--- src/sv/det_pkg.sv ---
// ----------------------------------------------------------------------------
// det_pkg: shared types and constants for the debounced event timestamper.
// Holds the input event codes, the reply job descriptor and the character
// codes used in serial replies and frames.
// ----------------------------------------------------------------------------
package det_pkg;

  // Default parameter values.
  localparam int DefCountBits = 24;
  localparam int DefDebounce  = 5;

  // Depth of the job queue between the front and the back part.
  localparam int QueueDepth = 4;

  // Number of timestamp bits carried in a change frame.
  localparam int StampBits = 24;

  // Input event kinds.
  typedef enum logic [1:0] {
    CMD_FINE   = 2'd0,
    CMD_DEB    = 2'd1,
    CMD_PIN    = 2'd2,
    CMD_SERIAL = 2'd3
  } cmd_t;

  // Kinds of byte sequence the back part sends.
  typedef enum logic [2:0] {
    JOB_FRAME   = 3'd0,
    JOB_STATUS  = 3'd1,
    JOB_JUMP    = 3'd2,
    JOB_VERSION = 3'd3,
    JOB_PERIOD  = 3'd4,
    JOB_ERROR   = 3'd5
  } job_kind_t;

  // One queued reply or frame.
  typedef struct packed {
    job_kind_t              kind;
    logic [7:0]             arg;
    logic [StampBits-1:0]   stamp;
    logic                   led;
  } job_t;

  // Character codes.
  localparam logic [7:0] CH_X    = 8'h58;
  localparam logic [7:0] CH_E    = 8'h45;
  localparam logic [7:0] CH_J    = 8'h4A;
  localparam logic [7:0] CH_V    = 8'h56;
  localparam logic [7:0] CH_A    = 8'h61;
  localparam logic [7:0] CH_B    = 8'h62;
  localparam logic [7:0] CH_ONE  = 8'h31;
  localparam logic [7:0] CH_DASH = 8'h2D;
  localparam logic [7:0] CH_DOT  = 8'h2E;
  localparam logic [7:0] CH_NL   = 8'h0A;
  localparam logic [7:0] CH_ZERO = 8'h30;

  // Index of the final byte of a job.
  function automatic logic [2:0] job_last_idx(job_kind_t kind);
    logic [2:0] idx;
    unique case (kind)
      JOB_FRAME:   idx = 3'd4;
      JOB_VERSION: idx = 3'd3;
      JOB_ERROR:   idx = 3'd2;
      default:     idx = 3'd1;
    endcase
    return idx;
  endfunction

endpackage

--- src/sv/det_front.sv ---
// ----------------------------------------------------------------------------
// det_front: event front end.
// While accept is high, applies one input event per cycle to the timer,
// debounce and command state, and queues at most one reply or frame job.
// ----------------------------------------------------------------------------
module det_front #(
  parameter int         COUNT_BITS       = det_pkg::DefCountBits,
  parameter logic [7:0] DEFAULT_DEBOUNCE = 8'(det_pkg::DefDebounce)
) (
  input  logic          clk,
  input  logic          rst,
  input  logic          accept,
  input  det_pkg::cmd_t cmd,
  input  logic          pin_level,
  input  logic [7:0]    rx_byte,
  output logic          push,
  output det_pkg::job_t job
);
  import det_pkg::*;

  localparam int LowBits = COUNT_BITS - 8;

  logic                  in_debounce, in_debounce_next;
  logic [COUNT_BITS-1:0] interval_count, interval_count_next;
  logic [COUNT_BITS-1:0] event_stamp, event_stamp_next;
  logic [7:0]            debounce_left, debounce_left_next;
  logic [7:0]            debounce_period, debounce_period_next;
  logic                  stable_level, stable_level_next;
  logic                  first_pending, first_pending_next;
  logic                  await_period_byte, await_period_byte_next;

  logic                  level;
  logic [LowBits-1:0]    tick_low;
  logic [7:0]            tick_top;
  logic [COUNT_BITS-1:0] add_base;
  logic [COUNT_BITS-1:0] restore_sum;
  logic [31:0]           stamp_wide;
  logic                  job_valid;

  // Logical level of the active-low contact.
  assign level = ~pin_level;

  // Fine tick: low part wraps, top byte counts up and holds at its maximum.
  always_comb begin
    tick_low = interval_count[LowBits-1:0];
    tick_top = interval_count[COUNT_BITS-1:LowBits];
    if (&tick_low) begin
      tick_low = '0;
      if (!(&tick_top)) begin
        tick_top = tick_top + 8'd1;
      end
    end else begin
      tick_low = tick_low + LowBits'(1);
    end
  end

  // A debounce only ends on a debounce tick or a pin change; after a pin
  // change the counter has just been cleared.
  assign add_base    = (cmd == CMD_PIN) ? '0 : interval_count;
  assign restore_sum = add_base + event_stamp_next;
  assign stamp_wide  = 32'(event_stamp_next);

  // Next state and job for the current event.
  always_comb begin
    in_debounce_next       = in_debounce;
    interval_count_next    = interval_count;
    event_stamp_next       = event_stamp;
    debounce_left_next     = debounce_left;
    debounce_period_next   = debounce_period;
    stable_level_next      = stable_level;
    first_pending_next     = first_pending;
    await_period_byte_next = await_period_byte;
    job_valid              = 1'b0;
    job                    = '0;

    unique case (cmd)
      CMD_FINE: begin
        interval_count_next = {tick_top, tick_low};
      end
      CMD_DEB: begin
        if (debounce_left != 8'd0) begin
          debounce_left_next = debounce_left - 8'd1;
        end
      end
      CMD_PIN: begin
        if (!in_debounce) begin
          event_stamp_next    = first_pending ? '0 : interval_count;
          interval_count_next = '0;
          first_pending_next  = 1'b0;
          debounce_left_next  = debounce_period;
          in_debounce_next    = 1'b1;
        end
      end
      CMD_SERIAL: begin
        if (await_period_byte) begin
          debounce_period_next   = rx_byte;
          await_period_byte_next = 1'b0;
        end else begin
          job_valid = 1'b1;
          priority case (rx_byte)
            CH_E: begin
              job.kind = JOB_STATUS;
              job.arg  = {7'd0, stable_level};
            end
            CH_J: job.kind = JOB_JUMP;
            CH_V: job.kind = JOB_VERSION;
            CH_A: begin
              job.kind = JOB_PERIOD;
              job.arg  = debounce_period + CH_ZERO;
            end
            CH_B: begin
              job_valid              = 1'b0;
              await_period_byte_next = 1'b1;
            end
            default: job.kind = JOB_ERROR;
          endcase
        end
      end
      default: ;
    endcase

    // End of debounce: confirm the change or put the time back.
    if (in_debounce_next && debounce_left_next == 8'd0) begin
      in_debounce_next = 1'b0;
      if (level == stable_level) begin
        interval_count_next = restore_sum;
      end else begin
        stable_level_next = level;
        job_valid         = 1'b1;
        job.kind          = JOB_FRAME;
        job.arg           = {7'd0, level};
        job.stamp         = stamp_wide[StampBits-1:0];
      end
    end

    job.led = ~stable_level_next;
  end

  assign push = accept && job_valid;

  // State registers.
  always_ff @(posedge clk) begin
    if (rst) begin
      in_debounce       <= 1'b0;
      interval_count    <= '0;
      event_stamp       <= '0;
      debounce_left     <= DEFAULT_DEBOUNCE;
      debounce_period   <= DEFAULT_DEBOUNCE;
      stable_level      <= 1'b0;
      first_pending     <= 1'b1;
      await_period_byte <= 1'b0;
    end else if (accept) begin
      in_debounce       <= in_debounce_next;
      interval_count    <= interval_count_next;
      event_stamp       <= event_stamp_next;
      debounce_left     <= debounce_left_next;
      debounce_period   <= debounce_period_next;
      stable_level      <= stable_level_next;
      first_pending     <= first_pending_next;
      await_period_byte <= await_period_byte_next;
    end
  end

endmodule

--- src/sv/det_queue.sv ---
// ----------------------------------------------------------------------------
// det_queue: job queue.
// A small first-in first-out buffer of reply and frame jobs that lets the
// front and the back part stall independently.
// ----------------------------------------------------------------------------
module det_queue (
  input  logic          clk,
  input  logic          rst,
  input  logic          push,
  input  det_pkg::job_t push_job,
  output logic          full,
  input  logic          pop,
  output logic          head_valid,
  output det_pkg::job_t head_job
);
  import det_pkg::*;

  localparam int PtrBits = $clog2(QueueDepth);

  job_t               slots [QueueDepth];
  logic [PtrBits-1:0] wr_ptr;
  logic [PtrBits-1:0] rd_ptr;
  logic [PtrBits:0]   count;

  assign full       = (count == (PtrBits+1)'(QueueDepth));
  assign head_valid = (count != '0);
  assign head_job   = slots[rd_ptr];

  // Storage.
  always_ff @(posedge clk) begin
    if (push) begin
      slots[wr_ptr] <= push_job;
    end
  end

  // Pointers and fill count.
  always_ff @(posedge clk) begin
    if (rst) begin
      wr_ptr <= '0;
      rd_ptr <= '0;
      count  <= '0;
    end else begin
      if (push) begin
        wr_ptr <= wr_ptr + PtrBits'(1);
      end
      if (pop) begin
        rd_ptr <= rd_ptr + PtrBits'(1);
      end
      priority if (push && !pop) begin
        count <= count + (PtrBits+1)'(1);
      end else if (pop && !push) begin
        count <= count - (PtrBits+1)'(1);
      end
    end
  end

endmodule

--- src/sv/det_back.sv ---
// ----------------------------------------------------------------------------
// det_back: byte sender.
// Takes one job at a time from the queue and sends its bytes, one per
// transfer, marking the final byte of each reply or frame.
// ----------------------------------------------------------------------------
module det_back (
  input  logic          clk,
  input  logic          rst,
  input  logic          head_valid,
  input  det_pkg::job_t head_job,
  output logic          pop,
  output logic          out_valid,
  input  logic          out_ready,
  output logic [7:0]    tx_byte,
  output logic          last_byte,
  output logic          led_on
);
  import det_pkg::*;

  logic       cur_valid;
  job_t       cur;
  logic [2:0] idx;

  assign out_valid = cur_valid;
  assign last_byte = (idx == job_last_idx(cur.kind));
  assign led_on    = cur.led;
  assign pop       = head_valid && (!cur_valid || (out_ready && last_byte));

  // Byte of the current job at the current position.
  always_comb begin
    tx_byte = CH_NL;
    unique case (cur.kind)
      JOB_FRAME: begin
        unique case (idx)
          3'd0:    tx_byte = CH_X;
          3'd1:    tx_byte = cur.arg;
          3'd2:    tx_byte = cur.stamp[23:16];
          3'd3:    tx_byte = cur.stamp[15:8];
          default: tx_byte = cur.stamp[7:0];
        endcase
      end
      JOB_STATUS:  tx_byte = (idx == 3'd0) ? CH_E : cur.arg;
      JOB_JUMP:    tx_byte = (idx == 3'd0) ? CH_J : CH_NL;
      JOB_VERSION: begin
        unique case (idx)
          3'd0, 3'd2: tx_byte = CH_ONE;
          3'd1:       tx_byte = CH_DOT;
          default:    tx_byte = CH_NL;
        endcase
      end
      JOB_PERIOD:  tx_byte = (idx == 3'd0) ? cur.arg : CH_NL;
      JOB_ERROR: begin
        unique case (idx)
          3'd0:    tx_byte = CH_DASH;
          3'd1:    tx_byte = CH_ONE;
          default: tx_byte = CH_NL;
        endcase
      end
      default: tx_byte = CH_NL;
    endcase
  end

  // Job register and byte position.
  always_ff @(posedge clk) begin
    if (rst) begin
      cur_valid <= 1'b0;
      idx       <= '0;
    end else if (pop) begin
      cur_valid <= 1'b1;
      idx       <= '0;
    end else if (cur_valid && out_ready) begin
      if (last_byte) begin
        cur_valid <= 1'b0;
      end else begin
        idx <= idx + 3'd1;
      end
    end
  end

  always_ff @(posedge clk) begin
    if (pop) begin
      cur <= head_job;
    end
  end

endmodule

--- src/sv/debounced_event_timestamper.sv ---
// ----------------------------------------------------------------------------
// debounced_event_timestamper: debounced contact change timestamper.
// Input events are fine ticks, debounce ticks, pin changes and serial
// command bytes; output is the serial byte stream of frames and replies.
//
// Slave channel: one event per transfer, kind in s_tuser, pin level and
// received byte in s_tdata. Master channel: one serial byte per transfer,
// with m_tlast on the final byte of each frame or reply.
// Events are taken one per cycle while the job queue (4 entries) has room;
// an event is applied to the timer and debounce state in the cycle it is
// taken. A frame or reply is registered in the queue, then in the sender's
// job register, and goes out one byte per cycle while m_tready is high.
// When the receiver stalls, the sender holds its byte, the queue fills, and
// s_tready drops only once the queue is full; events that cause no bytes
// still pass whenever there is room.
// Reset clears the counters and the queue and loads the default debounce
// period; the first pin change after reset is stamped zero.
// ----------------------------------------------------------------------------
module debounced_event_timestamper #(
  parameter int         COUNT_BITS       = det_pkg::DefCountBits,
  parameter logic [7:0] DEFAULT_DEBOUNCE = 8'(det_pkg::DefDebounce)
) (
  input  logic        clk,
  input  logic        rst,
  input  logic        s_tvalid,
  output logic        s_tready,
  input  logic [15:0] s_tdata,   // [0] pin_level, [8:1] rx_byte, [15:9] zero
  input  logic [1:0]  s_tuser,   // [1:0] cmd
  output logic        m_tvalid,
  input  logic        m_tready,
  output logic [15:0] m_tdata,   // [7:0] tx_byte, [8] led_on, [15:9] zero
  output logic        m_tlast
);
  import det_pkg::*;

  logic       accept;
  logic       push;
  job_t       push_job;
  logic       full;
  logic       pop;
  logic       head_valid;
  job_t       head_job;
  logic [7:0] tx_byte;
  logic       led_on;

  assign s_tready = ~full;
  assign accept   = s_tvalid && s_tready;

  // Front end: applies events and emits jobs.
  det_front #(
    .COUNT_BITS      (COUNT_BITS),
    .DEFAULT_DEBOUNCE(DEFAULT_DEBOUNCE)
  ) u_front (
    .clk      (clk),
    .rst      (rst),
    .accept   (accept),
    .cmd      (cmd_t'(s_tuser)),
    .pin_level(s_tdata[0]),
    .rx_byte  (s_tdata[8:1]),
    .push     (push),
    .job      (push_job)
  );

  // Job queue.
  det_queue u_queue (
    .clk       (clk),
    .rst       (rst),
    .push      (push),
    .push_job  (push_job),
    .full      (full),
    .pop       (pop),
    .head_valid(head_valid),
    .head_job  (head_job)
  );

  // Byte sender.
  det_back u_back (
    .clk       (clk),
    .rst       (rst),
    .head_valid(head_valid),
    .head_job  (head_job),
    .pop       (pop),
    .out_valid (m_tvalid),
    .out_ready (m_tready),
    .tx_byte   (tx_byte),
    .last_byte (m_tlast),
    .led_on    (led_on)
  );

  assign m_tdata = {7'd0, led_on, tx_byte};

  // After a push, the queue head is valid in the next cycle.
  a_push_visible: assert property (@(posedge clk) disable iff (rst)
    push |=> head_valid)
    else $error("queued job missing at queue head");

  // The sender only takes a job that is there.
  a_pop_valid: assert property (@(posedge clk) disable iff (rst)
    pop |-> head_valid)
    else $error("job taken from empty queue");

  // The output goes idle only after the final byte of a job was taken.
  a_idle_after_last: assert property (@(posedge clk) disable iff (rst)
    $fell(m_tvalid) |-> ($past(m_tlast && m_tready) || $past(rst)))
    else $error("output dropped in the middle of a job");

endmodule
--- config.mk ---
export PLATFORM = sky130hd
export DESIGN_NAME = debounced_event_timestamper
export DESIGN_NICKNAME = d
export VERILOG_FILES = /design/src/sv/det_pkg.sv /design/src/sv/det_front.sv /design/src/sv/det_queue.sv /design/src/sv/det_back.sv /design/src/sv/debounced_event_timestamper.sv
export SDC_FILE = /design/constraint.sdc
export NUM_CORES = 1
export LEC_CHECK = 0
export BUFFER_PORTS_ARGS = -buffer_cell sky130_fd_sc_hd__clkbuf_2
export CELL_PAD_IN_SITES_DETAIL_PLACEMENT = 1
export CELL_PAD_IN_SITES_GLOBAL_PLACEMENT = 2
export CORE_ASPECT_RATIO = 0.7
export CORE_MARGIN = 10
export CORE_UTILIZATION = 42
export DETAILED_ROUTE_END_ITERATION = 10
export PLACE_DENSITY = 0.91
export SETUP_SLACK_MARGIN = 0.15
export SYNTH_ARGS = -nofsm -noshare
export SYNTH_HDL_FRONTEND = slang
export SYNTH_HIERARCHICAL = 1
export SYNTH_SLANG_ARGS = --single-unit
--- constraint.sdc ---
create_clock -name clk -period 5.5 [get_ports clk]
set_input_delay 0.55 -clock clk [delete_from_list [all_inputs] [get_ports clk]]
set_output_delay 0.55 -clock clk [all_outputs]
set_load 0.02 [all_outputs]
==> out/qor.yml <==
grt_usage: 0.190
fin_crit_sh: 0.836
cts_resized: 0
syn_area_um2: 13900
drtIter0Drc: 1043
hpwl_um: 26800
grt_pass1_wl_um: 62200
postSynthAreaPerCell_um2: 10.8
synth_area_leader_cell: "edfxtp_1"
reg2reg_to: "u_queue/count[2]"
crit_path_end_kind: "flop"
row_count: 55
p_sw_frac: 0.331
r2r_start: "u_front/debounce_left[2]"
grt_pass1_vias: 10600
ios: 41
grt_max_degree: 84
cts_max_level: 1
vias: 10500
wirelength_um: 39200
fmax_mhz: 217
p_per_area_nw_per_um2: 386
finalHoldViolCount: 0
numCtsBuffers: 26
hold_depth: 3
maxCapViolCount: 0
viasPerCell: 6.04
p_int_mw: 3.93
p_comb_frac: 0.248
cts_max_path_buffers: 3
yosysTopAreaCellShare: 0.388
insertion_delay_ns: 0.54
worst_pin_slew_ns: 0.986
synth.area.top_cells: "edfxtp_1 39%, dfxtp_1 12%, mux4_2 4.9%, a21oi_1 3.6%, ha_1 3.6%"
ys.flop_type: "edfxtp_1"
dieArea_um2: 40900
cts_setup_buffers: 0
die_h_um: 172
slew_headroom: 0.343
cp.arrival_ns: 5.04
clkTransAtPathRegs_ns: 0.06
r2r_slack_ns: 0.92
syn2layout_area_growth_pct: 9.20
synthArstFlopShare: 0
yosysWarningCount: 6
synth_seq_cells: 261
reg2reg_depth: 17
drc: 0
ctsHoldBuffers: 0
start_util: 0.429
tritoncts: "built"
rsz0062_at_grt: "false"
nFillCells: 3521
met3_usage: 0.0272
nets: 1352
synth_cell_type_count: 90
detail-route-antenna-nets: 0
fin_crit_ns: 4.60
whs_ns: 0.253
synth.yosys.seq_area_share: 0.505
peakVddDrop_uv: 314
root_buffer: "clkbuf_16"
fin_skew_ns: 0.0141
wl_per_cell_um: 22.6
cts_sinks: 261
gp_congestion: 0.885
status: "complete, no violations"
p_leak_nw: 5.49
overflow: 0
cp_max_fo: 30
gr-max-usage-layer: "met2"
switchingPower_mw: 1.94
coreArea_um2: 32500
met2_usage: 0.302
fin_setup_tns_ns: 0
ys_top_cells_by_count: "180 x edfxtp_1, 119 x nor2_1, 107 x nand2_1"
layout-drive-gt1-share: 0.115
start_kind: "input pin"
hold_end: "u_front/debounce_period[7]"
syn_inst: 1294
die_w_um: 238
crit_type: "input pin to flop"
use_met1: 0.275
synth_most_common_cell: "edfxtp_1"
hp-start: "s_tdata[8]"
synth-edff-count: 180
first_pass_iters: 5
slew_viol_final: 0
setup_violations: 0
hp-class: "input pin to flop"
port_buffers: 26
antenna_found_initial: 1
seqPwrFrac: 0.447
required_ns: 5.95
clkPwrFrac: 0.305
-- stage by stage --
step           instances  power (mW)  setup slack, ns   util  area [µm²]
2_1_floorplan       1300        3.65            0.965      -       13900
3_3_place_gp        1688        4.04            0.633  0.442       14400
3_5_place_dp        1688        4.09            0.476  0.442       14400
4_1_cts             1736        5.91            0.897  0.468       15200
5_1_grt             1736        6.16            0.536  0.468       15200
6_report            1737        5.87            0.902  0.468       15200
-- registers in the layout, summed over array words and instances, names as in the netlist, 2 cells and up, named ones only --
register and flops:
u_queue/rd_ptr 2, u_queue/count 3, u_front/debounce_left 8, u_front/debounce_period 8
u_queue/slots 144, u_back/cur 35, u_back/idx 3, u_front/interval_count 24
u_front/event_stamp 24, u_queue/wr_ptr 2
-- cells in the final DEF, fill, tap and decap left out, drive strengths merged, types with 8 or more instances in the layout --
master / n
edfxtp: 180
nor2: 120
nand2: 108
a21oi: 100
dfxtp: 81
o21ai: 61
clkbuf: 60
inv: 56
ha: 40
a211oi: 39
mux4: 36
nor2b: 35
nand3: 31
nor3b: 30
buf: 24
xor2: 22
and3: 20
o211ai: 18
xnor2: 16
nand4: 13
nor3: 12
a21o: 12
and2: 12
a31oi: 11
nand2b: 10
clkinv: 10
a22oi: 9
o31ai: 9
nor4: 9
a222oi: 8
-- per-layer routing --
metal  vias to the layer above  wire, µm
met5                         -         0
met4                         0       533
met3                        45      2500
met2                       332     17700
met1                      5271     18500
li1                       4836         -
-- worst max-delay path by stage --
| stage | startpoint | endpoint |
|---|---|---|
| final | s_tuser[0] | u_front/interval_count[20] |
| after floorplan | s_tuser[0] | u_queue/slots[0][0] |
| after global routing | s_tuser[0] | u_front/interval_count[20] |
| after detailed placement | s_tuser[0] | u_front/interval_count[18] |
| after global placement | s_tuser[0] | u_front/interval_count[18] |
| after CTS | u_front/debounce_left[2] | u_queue/count[2] |
-- cells by family (layout without fill, tap and decap cells) --
family                   count (synthesis)  after routing  synth area share
other                                    1              8          0.000269
buffers and inverters                  146            155            0.0479
multiplexers                            46             46            0.0673
flip-flops                             261            261             0.505
adder cells (fa/ha/maj)                 41             41            0.0374
XOR/XNOR                                38             38            0.0239
AO/OA/AOI/OAI                          337            337             0.164
AND/OR/NAND/NOR                        424            424             0.154
-- power by group through the flow --
stage,Combinational (mW),Clock (mW),Sequential (mW)
3_5_place_dp,1.44,0,2.65
3_3_place_gp,1.40,0,2.64
2_1_floorplan,1.12,0,2.53
5_1_grt,1.60,1.92,2.64
4_1_cts,1.46,1.84,2.61
6_report,1.46,1.79,2.62
-- worst max-delay path, stage by stage --
cell,delay [ns]
clkbuf_2,0.11
inv_1,0.10
ha_1,0.53
nand2b_2,0.53
a21oi_1,0.44
inv_1,0.11
ha_1,0.45
nand4_1,0.14
a31oi_1,0.26
nand4_1,0.16
o211ai_1,0.39
a2111oi_0,0.25
nor3b_1,0.45
o21ai_0,0.13
and3_1,0.19
a311oi_1,0.24
-- area by class of cell --
cell class	count	area (µm²)	share of cell area
Inverter	57	214	0.0141
Multi-Input combinational cell	893	6260	0.412
Timing Repair Buffer	50	310	0.0204
Tap cell	427	534	0.0351
Antenna cell	1	2.50	0.000165
Sequential cell	261	7030	0.462
Clock buffer	34	712	0.0468
Clock inverter	14	136	0.00897
Power figures use the tool's default switching activity.
